<file path="config.mk">
export PLATFORM = sky130hd
export DESIGN_NAME = option_payoff_running_average_top
export DESIGN_NICKNAME = d
export VERILOG_FILES = /design/src/rtl/core/opra_pkg.sv /design/src/rtl/core/option_payoff_running_average_top.sv /design/src/rtl/core/opra_accum.sv /design/src/rtl/core/opra_div.sv
export SDC_FILE = /design/constraint.sdc
export NUM_CORES = 1
export LEC_CHECK = 0
export BUFFER_PORTS_ARGS = -buffer_cell sky130_fd_sc_hd__buf_2
export CAP_MARGIN = 0
export CELL_PAD_IN_SITES_DETAIL_PLACEMENT = 0
export CELL_PAD_IN_SITES_GLOBAL_PLACEMENT = 1
export CORE_ASPECT_RATIO = 1.1
export CORE_MARGIN = 4
export CORE_UTILIZATION = 52
export DETAILED_ROUTE_END_ITERATION = 12
export PLACE_DENSITY = 0.95
export SYNTH_ARGS = -nofsm -noshare
export SYNTH_HDL_FRONTEND = slang
export SYNTH_HIERARCHICAL = 1
export SYNTH_SLANG_ARGS = --single-unit
</file>
<file path="constraint.sdc">
create_clock -name clk -period 6 [get_ports clk]
set_input_delay 0.6 -clock clk [delete_from_list [all_inputs] [get_ports clk]]
set_output_delay 0.6 -clock clk [all_outputs]
set_load 0.05 [all_outputs]
</file>
<file path="src/rtl/core/opra_pkg.sv">
// Shared types and constants of the running-average option payoff block.
// No dependencies; imported by every module of the block.
package opra_pkg;

	localparam int PRICE_W = 32;
	localparam int STEP_W  = 8;
	localparam int KIND_W  = 2;
	localparam int QCNT_W  = 6;

	localparam logic [KIND_W-1:0] KIND_PUT     = 2'd0;
	localparam logic [KIND_W-1:0] KIND_CALL    = 2'd1;
	localparam logic [KIND_W-1:0] KIND_AVG_CALL = 2'd2;
	localparam logic [KIND_W-1:0] KIND_AVG_PUT = 2'd3;

	localparam logic REG_KIND   = 1'b0;
	localparam logic REG_STRIKE = 1'b1;

	typedef logic [PRICE_W-1:0] price_t;

	typedef struct packed {
		logic              emit;
		logic              overflow;
		logic [STEP_W-1:0] step_index;
	} opra_step_t;

	function automatic price_t clamp_sub(input price_t a, input price_t b);
		return (a > b) ? (a - b) : '0;
	endfunction

endpackage

</file>
<file path="src/rtl/core/option_payoff_running_average_top.sv">
// An item that opens a path gives no result; a put or call result passes the
// load and payoff states, and an average call or put result also passes the
// bit-serial divider that forms the average of the path. Items are taken
// one at a time; a finished result waits in the output register while the
// next item is accepted. Depends on opra_pkg, opra_accum and opra_div.
module option_payoff_running_average_top #(
	parameter int MAX_STEPS = 256
) (
	input  logic                         clk,
	input  logic                         arst_n,
	input  logic                         cfg_wen,
	input  logic                         cfg_index,
	input  logic [opra_pkg::PRICE_W-1:0] cfg_data,
	input  logic                         in_valid,
	output logic                         in_ready,
	input  logic [opra_pkg::PRICE_W-1:0] price,
	input  logic                         path_start,
	output logic                         out_valid,
	input  logic                         out_ready,
	output logic [opra_pkg::PRICE_W-1:0] payoff,
	output logic [opra_pkg::STEP_W-1:0]  step_index,
	output logic                         overflow
);
	import opra_pkg::*;

	localparam int SUM_W = PRICE_W + $clog2(MAX_STEPS + 1);
	localparam int CNT_W = $clog2(MAX_STEPS + 2);
	localparam int IDX_W = (CNT_W > STEP_W) ? CNT_W : STEP_W;
	localparam logic [IDX_W-1:0] OVF_STEP = IDX_W'(MAX_STEPS - 1);

	localparam logic [1:0] ST_IDLE = 2'd0;
	localparam logic [1:0] ST_LOAD = 2'd1;
	localparam logic [1:0] ST_DIV  = 2'd2;
	localparam logic [1:0] ST_PAY  = 2'd3;

	logic [1:0]        state_q;
	logic [KIND_W-1:0] kind_q;
	price_t            strike_q;
	price_t            payoff_q;
	logic [STEP_W-1:0] step_q;
	logic              ovf_q;
	logic              out_valid_q;

	logic              accept;
	logic [SUM_W-1:0]  sum;
	logic [CNT_W-1:0]  count;
	price_t            price_held;
	opra_step_t        info;
	logic              div_start;
	logic              div_done;
	price_t            avg;
	price_t            pay_next;
	logic              out_free;
	logic              load_out;

	assign in_ready  = (state_q == ST_IDLE);
	assign accept    = in_valid && in_ready;
	assign div_start = (state_q == ST_LOAD) && info.emit && kind_q[1];
	assign out_free  = !out_valid_q || out_ready;
	assign load_out  = (state_q == ST_PAY) && out_free;

	opra_accum #(
		.MAX_STEPS(MAX_STEPS)
	) u_accum (
		.clk       (clk),
		.arst_n    (arst_n),
		.accept    (accept),
		.price     (price),
		.path_start(path_start),
		.sum       (sum),
		.count     (count),
		.price_held(price_held),
		.info      (info)
	);

	opra_div #(
		.SUM_W(SUM_W),
		.CNT_W(CNT_W)
	) u_div (
		.clk     (clk),
		.arst_n  (arst_n),
		.start   (div_start),
		.dividend(sum),
		.divisor (count),
		.done    (div_done),
		.quotient(avg)
	);

	always_comb begin
		case (kind_q)
			KIND_PUT:      pay_next = clamp_sub(strike_q, price_held);
			KIND_CALL:     pay_next = clamp_sub(price_held, strike_q);
			KIND_AVG_CALL: pay_next = clamp_sub(avg, strike_q);
			KIND_AVG_PUT:  pay_next = clamp_sub(strike_q, avg);
			default:       pay_next = '0;
		endcase
	end

	always_ff @(posedge clk or negedge arst_n) begin
		if (!arst_n) begin
			kind_q   <= KIND_PUT;
			strike_q <= '0;
		end else if (cfg_wen) begin
			case (cfg_index)
				REG_KIND:   kind_q   <= cfg_data[KIND_W-1:0];
				REG_STRIKE: strike_q <= cfg_data;
				default:    kind_q   <= kind_q;
			endcase
		end
	end

	always_ff @(posedge clk or negedge arst_n) begin
		if (!arst_n) begin
			state_q     <= ST_IDLE;
			out_valid_q <= 1'b0;
		end else begin
			if (out_valid_q && out_ready && !load_out) begin
				out_valid_q <= 1'b0;
			end
			case (state_q)
				ST_IDLE: begin
					if (accept) begin
						state_q <= ST_LOAD;
					end
				end
				ST_LOAD: begin
					if (!info.emit) begin
						state_q <= ST_IDLE;
					end else if (kind_q[1]) begin
						state_q <= ST_DIV;
					end else begin
						state_q <= ST_PAY;
					end
				end
				ST_DIV: begin
					if (div_done) begin
						state_q <= ST_PAY;
					end
				end
				ST_PAY: begin
					if (out_free) begin
						out_valid_q <= 1'b1;
						state_q     <= ST_IDLE;
					end
				end
				default: state_q <= ST_IDLE;
			endcase
		end
	end

	always_ff @(posedge clk) begin
		if (load_out) begin
			payoff_q <= pay_next;
			step_q   <= info.step_index;
			ovf_q    <= info.overflow;
		end
	end

	assign out_valid  = out_valid_q;
	assign payoff     = payoff_q;
	assign step_index = step_q;
	assign overflow   = ovf_q;

	a_done_in_div: assert property (@(posedge clk) disable iff (!arst_n)
		div_done |-> (state_q == ST_DIV))
		else $error("Divider finished outside the divide state.");

	a_load_has_path: assert property (@(posedge clk) disable iff (!arst_n)
		load_out |-> (count != '0) && info.emit)
		else $error("Result loaded without an open path.");

	a_count_bound: assert property (@(posedge clk) disable iff (!arst_n)
		count <= CNT_W'(MAX_STEPS + 1))
		else $error("Sample count ran past its saturation value.");

	a_ovf_step: assert property (@(posedge clk) disable iff (!arst_n)
		load_out && info.overflow |=> step_index == OVF_STEP[STEP_W-1:0])
		else $error("Saturated request shows the wrong step index.");

endmodule

</file>
<file path="src/rtl/core/opra_accum.sv">
// Path accumulator: running sum, sample count, step index and saturation flag.
// Depends on opra_pkg.
module opra_accum #(
	parameter int MAX_STEPS = 256
) (
	input  logic                    clk,
	input  logic                    arst_n,
	input  logic                    accept,
	input  opra_pkg::price_t        price,
	input  logic                    path_start,
	output logic [31+$clog2(MAX_STEPS+1):0] sum,
	output logic [$clog2(MAX_STEPS+2)-1:0]  count,
	output opra_pkg::price_t        price_held,
	output opra_pkg::opra_step_t    info
);
	import opra_pkg::*;

	localparam int SUM_W = PRICE_W + $clog2(MAX_STEPS + 1);
	localparam int CNT_W = $clog2(MAX_STEPS + 2);
	localparam int IDX_W = (CNT_W > STEP_W) ? CNT_W : STEP_W;
	localparam logic [CNT_W-1:0] CNT_MAX = CNT_W'(MAX_STEPS + 1);
	localparam logic [IDX_W-1:0] OVF_STEP = IDX_W'(MAX_STEPS - 1);

	logic [SUM_W-1:0] sum_q;
	logic [CNT_W-1:0] count_q;
	price_t           price_q;
	opra_step_t       info_q;
	logic             open_path;
	logic             saturated;
	logic [IDX_W-1:0] cnt_ext;
	logic [IDX_W-1:0] step_next;

	assign open_path = path_start || (count_q == '0);
	assign saturated = (count_q == CNT_MAX);
	assign cnt_ext   = IDX_W'(count_q);
	assign step_next = cnt_ext - IDX_W'(1);

	always_ff @(posedge clk or negedge arst_n) begin
		if (!arst_n) begin
			sum_q   <= '0;
			count_q <= '0;
			info_q  <= '0;
		end else if (accept) begin
			if (open_path) begin
				sum_q   <= SUM_W'(price);
				count_q <= CNT_W'(1);
				info_q  <= '0;
			end else if (saturated) begin
				info_q.emit       <= 1'b1;
				info_q.overflow   <= 1'b1;
				info_q.step_index <= OVF_STEP[STEP_W-1:0];
			end else begin
				sum_q   <= sum_q + SUM_W'(price);
				count_q <= count_q + CNT_W'(1);
				info_q.emit       <= 1'b1;
				info_q.overflow   <= 1'b0;
				info_q.step_index <= step_next[STEP_W-1:0];
			end
		end
	end

	always_ff @(posedge clk) begin
		if (accept) begin
			price_q <= price;
		end
	end

	assign sum        = sum_q;
	assign count      = count_q;
	assign price_held = price_q;
	assign info       = info_q;

endmodule

</file>
<file path="src/rtl/core/opra_div.sv">
// Bit-serial restoring divider: one quotient bit per cycle.
// The quotient is known to fit 32 bits. Depends on opra_pkg.
module opra_div #(
	parameter int SUM_W = 41,
	parameter int CNT_W = 9
) (
	input  logic             clk,
	input  logic             arst_n,
	input  logic             start,
	input  logic [SUM_W-1:0] dividend,
	input  logic [CNT_W-1:0] divisor,
	output logic             done,
	output opra_pkg::price_t quotient
);
	import opra_pkg::*;

	localparam int HI_W = SUM_W - PRICE_W;

	logic [CNT_W-1:0]  rem_q;
	price_t            quo_q;
	logic [QCNT_W-1:0] cnt_q;
	logic              done_q;
	logic [CNT_W:0]    trial;
	logic [CNT_W:0]    diff;
	logic              ge;

	assign trial = {rem_q, quo_q[PRICE_W-1]};
	assign ge    = trial >= {1'b0, divisor};
	assign diff  = trial - {1'b0, divisor};

	always_ff @(posedge clk or negedge arst_n) begin
		if (!arst_n) begin
			cnt_q  <= '0;
			done_q <= 1'b0;
		end else begin
			done_q <= !start && (cnt_q == QCNT_W'(1));
			if (start) begin
				cnt_q <= QCNT_W'(PRICE_W);
			end else if (cnt_q != '0) begin
				cnt_q <= cnt_q - QCNT_W'(1);
			end
		end
	end

	always_ff @(posedge clk) begin
		if (start) begin
			rem_q <= CNT_W'(dividend[SUM_W-1:PRICE_W]);
			quo_q <= dividend[PRICE_W-1:0];
		end else if (cnt_q != '0) begin
			rem_q <= ge ? diff[CNT_W-1:0] : trial[CNT_W-1:0];
			quo_q <= {quo_q[PRICE_W-2:0], ge};
		end
	end

	assign done     = done_q;
	assign quotient = quo_q;

endmodule
</file>
==> metrics.md <==
| Metric | Value |
|---|---|
| Status | completed |
| CP peak stage delay | approximately 1 ns |
| Setup TNS | 0 ns |
| CP required | about 6.4 ns |
| H-tree levels | 1 |
| Leakage | 8.84 nW |
| Data arrival time of the worst path | 5.06 ns |
| Number of flops mapped to enable cells by yosys | 114 |
| Clk_lat worst skew | ~0.55 ns |
| RSZ-0062 raised after global routing | no |
| Hold Buf Count CTS | 0 |
| # fillers | between 3,000 and 4,000 |
| Synth Instances | 2,103 |
| Final-report hold violation count | 0 |
| Die Width | 188 um |
| CP Capture Type | register |
| Non-filler instance count after layout | 2,607 |
| Post-synth net total | 2,354 |
| Max Clk Rate | approximately 210 MHz |
| Die height | 206 um |
| Share of cells above drive strength 1 | 0.141 |
| Vias per inst | 6.57 |
| Slowest cell on the critical path | o21ai_2 |
| Seq cells post-synth | 218 |
| Hold WC Path Type | input pin to asynchronous set/reset pin |
| Yosys cell types | 93 |
| Worst rel slew slack | 0.196 |
| Initial Util | 0.526 |
| Total gr overflow | 0 |
| Max-cap violations | 0 |
| Die area | 38,700 sq um |
| CP top delay family | simple AND/OR/NAND/NOR gates |
| Syn avg cell area | 8.80 sq um |
| Crit Path Class | register to register |
| CTS root buf | clkbuf_16 |
| Sink Count | 218 |
| Clock slew at the register clock pins of the worst setup and hold paths | roughly 0.07 ns |
| Nets | between 2,000 and 2,500 |
| Clock skew | 0.0316 ns |
| Share of flip-flops with an asynchronous set or reset | 0.477 |
| Post-Synthesis Cell Area | 18,500 sq um |
| Worst R2R Setup Slack | 1.30 ns |
| Antenna violations before repair | 0 |
| Number of global-route vias before repair | 16,533 |
| Total routed wirelength | 60,400 um |
| Max-slew violation count | 0 |
| Worst IR drop on VDD | approximately 370 uV |
| Final period utilization | 0.783 |
| Tot Pwr | 0.0108 W |
| Buffers & Inverters on Critical Path | 2 |
| First-pass GRT wire length | 93,600 um |
| Post-route ant nets | 0 |
| Core box area | 35,100 sq um |
| Synthesis Warnings | 6 |
| Clock buffer depth | 3 |
| TritonCTS Buffers | 25 |
| I/O Pins | between 100 and 150 |
| Main flop type after synthesis | edfxtp_1 |
| Register area share after synthesis | 0.326 |
| CTS resizes | 0 |
| Crit Reg-Reg Startpoint | strike_q[25] |
| Power Dens Cells | 536 nW/um^2 |
| CP cell instances | inv_1 -> ha_1 -> nand4_1 -> nor4_1 -> and4_1 -> nor3b_1 -> nand2_1 -> o21ai_2 -> buf_4 -> a22oi_1 -> nand2_1 -> o21ai_0 -> o21ai_0 |
| Drt wl/cell | 23.2 um |
| Placed cells | 2,561 |
| Post CTS Setup Buffer Count | 0 |
| R2R Path End | payoff[4] |
| Setup crit start kind | register |
| Area Overhead vs Synth | 8.55% |
| CTS tree | built |
| I/O Buffers | 113 |
| Rows | 72 |
| Slew of the pin with the lowest slew margin | 1.21 ns |
| Largest net degree at the start of global routing | 63 |
| Gpl congestion | 0.960 |
| Drt pass-1 iters | 6 |
| Post-DP HPWL | 46,500 um |
| Total vias in the final route | 17,125 |
| Gr usage total | 0.304 |
| Fin crit period | between 4 and 5 ns |
| R2R depth | 13 |
| Critical path peak fanout | 23 |
| DRC viols | 0 |
| Initial DRC Count | 2,031 |
| Final setup violation count | 0 |
## synth_stat cells (20+ instances only)
cell | count | share of area
a21o_1 | 68 | 0.028
nor2b_1 | 25 | 0.0085
a31oi_1 | 25 | 0.0085
xnor2_1 | 32 | 0.015
o21ai_0 | 115 | 0.031
nand2_1 | 168 | 0.034
dfrtp_1 | 104 | 0.14
nor3_1 | 23 | 0.0062
nand3_1 | 33 | 0.0089
buf_2 | 20 | 0.0054
a221oi_1 | 45 | 0.021
inv_1 | 160 | 0.032
ha_1 | 174 | 0.12
nor2_1 | 162 | 0.033
mux2_2 | 71 | 0.043
nand4_1 | 36 | 0.012
clkbuf_1 | 77 | 0.016
o21bai_1 | 25 | 0.010
o221a_2 | 20 | 0.012
edfxtp_1 | 114 | 0.19
o22ai_1 | 44 | 0.015
and3_1 | 24 | 0.0081
a21oi_1 | 216 | 0.058
## cell type report
| type | instances | area [sq um] | area share |
|---|---|---|---|
| Antenna cell | 1 | 2.50 | 0.000125 |
| Clock buffer | 29 | 651 | 0.0324 |
| Clock inverter | 16 | 176 | 0.00879 |
| Inverter | 160 | 601 | 0.0299 |
| Multi-Input combinational cell | 1607 | 11400 | 0.566 |
| Sequential cell | 218 | 6030 | 0.300 |
| Tap cell | 444 | 556 | 0.0277 |
| Timing Repair Buffer | 132 | 711 | 0.0354 |
## how the worst max path moves through the flow
| stage | from | end | slack [ns] | cells after the start |
|---|---|---|---|---|
| after floorplan | register | u_accum/sum[0] | 2.40 | 9 |
| after global placement | strike_q[29] | payoff[4] | 1.63 | 13 |
| after detailed placement | strike_q[29] | payoff[4] | 1.54 | 13 |
| after CTS | strike_q[29] | payoff[4] | 1.49 | 13 |
| after global routing | strike_q[25] | payoff[4] | 1.23 | 13 |
| final | strike_q[25] | payoff[4] | 1.30 | 13 |
## worst register-to-register path: cells and delay by family (launching register included)
| kind | cells | cell delay, ns |
|---|---|---|
| and+or+nand+nor | 6 | 1.85 |
| DFF | 1 | 0.43 |
| adders and majority gates | 1 | 0.51 |
| buffers and inverters | 2 | 0.44 |
| AOI/OAI and AO/OA | 4 | 1.29 |
## registers in the layout, summed over array words and instances, names as in the netlist, 9 cells and up, named ones only
signal              count
u_accum/sum            41
strike_q               32
u_accum/price_held     32
u_div/quotient         32
u_div/rem_q             9
u_accum/info           10
u_accum/count           9
payoff                 32
## per-layer routing
layer  vias up  global-route usage  wire length (um)
li1       7891                   -                 -
met5         -                   0                 0
met2       830               0.496             27300
met3       156              0.0455              4950
met1      8248               0.415             25600
met4         0               0.110              2510
## layout by cell type, fill, tap and decap left out, types with 17 or more instances in the layout
| master | n |
|---|---|
| a21oi_1 | 216 |
| o22ai_1 | 44 |
| a211oi_1 | 18 |
| dfrtp_1 | 104 |
| edfxtp_1 | 114 |
| o21bai_1 | 25 |
| nor3_1 | 23 |
| inv_1 | 160 |
| ha_1 | 174 |
| clkbuf_16 | 25 |
| o21ai_0 | 114 |
| nor2b_1 | 25 |
| buf_4 | 20 |
| nand4_1 | 36 |
| nand2_1 | 167 |
| and3_1 | 24 |
| buf_2 | 112 |
| nor2_1 | 160 |
| o21a_1 | 17 |
| xnor2_1 | 32 |
| a31oi_1 | 23 |
| o221a_2 | 20 |
| a21o_1 | 68 |
| xor2_1 | 19 |
| a221oi_1 | 45 |
| nand3_1 | 33 |
| mux2_2 | 71 |
## kinds of logic after synthesis
group	share of synthesized area
and+or+nand+nor	0.142
AOI/OAI and AO/OA	0.273
muxes	0.0482
DFF	0.326
xor gates and xnor gates	0.0241
buffers and inverters	0.0627
adders and majority gates	0.124
## per-stage QoR
stage,hold WS [ns],worst slack (ns),util,instance area [sq um]
5_1_grt,0.205,1.23,0.571,20100
3_3_place_gp,0.428,1.63,0.548,19200
2_1_floorplan,0.304,2.40,-,18500
3_5_place_dp,0.435,1.54,0.548,19200
4_1_cts,0.180,1.49,0.571,20100
6_report,0.139,1.30,0.572,20100
## where the power goes
| group | internal (W) | total [W] | switching, W |
|---|---|---|---|
| registers | 0.00223 | 0.00267 | 0.000436 |
| clock network | 0.000913 | 0.00157 | 0.000661 |
| logic | 0.00240 | 0.00653 | 0.00413 |
(Power assumes the default switching activity.)
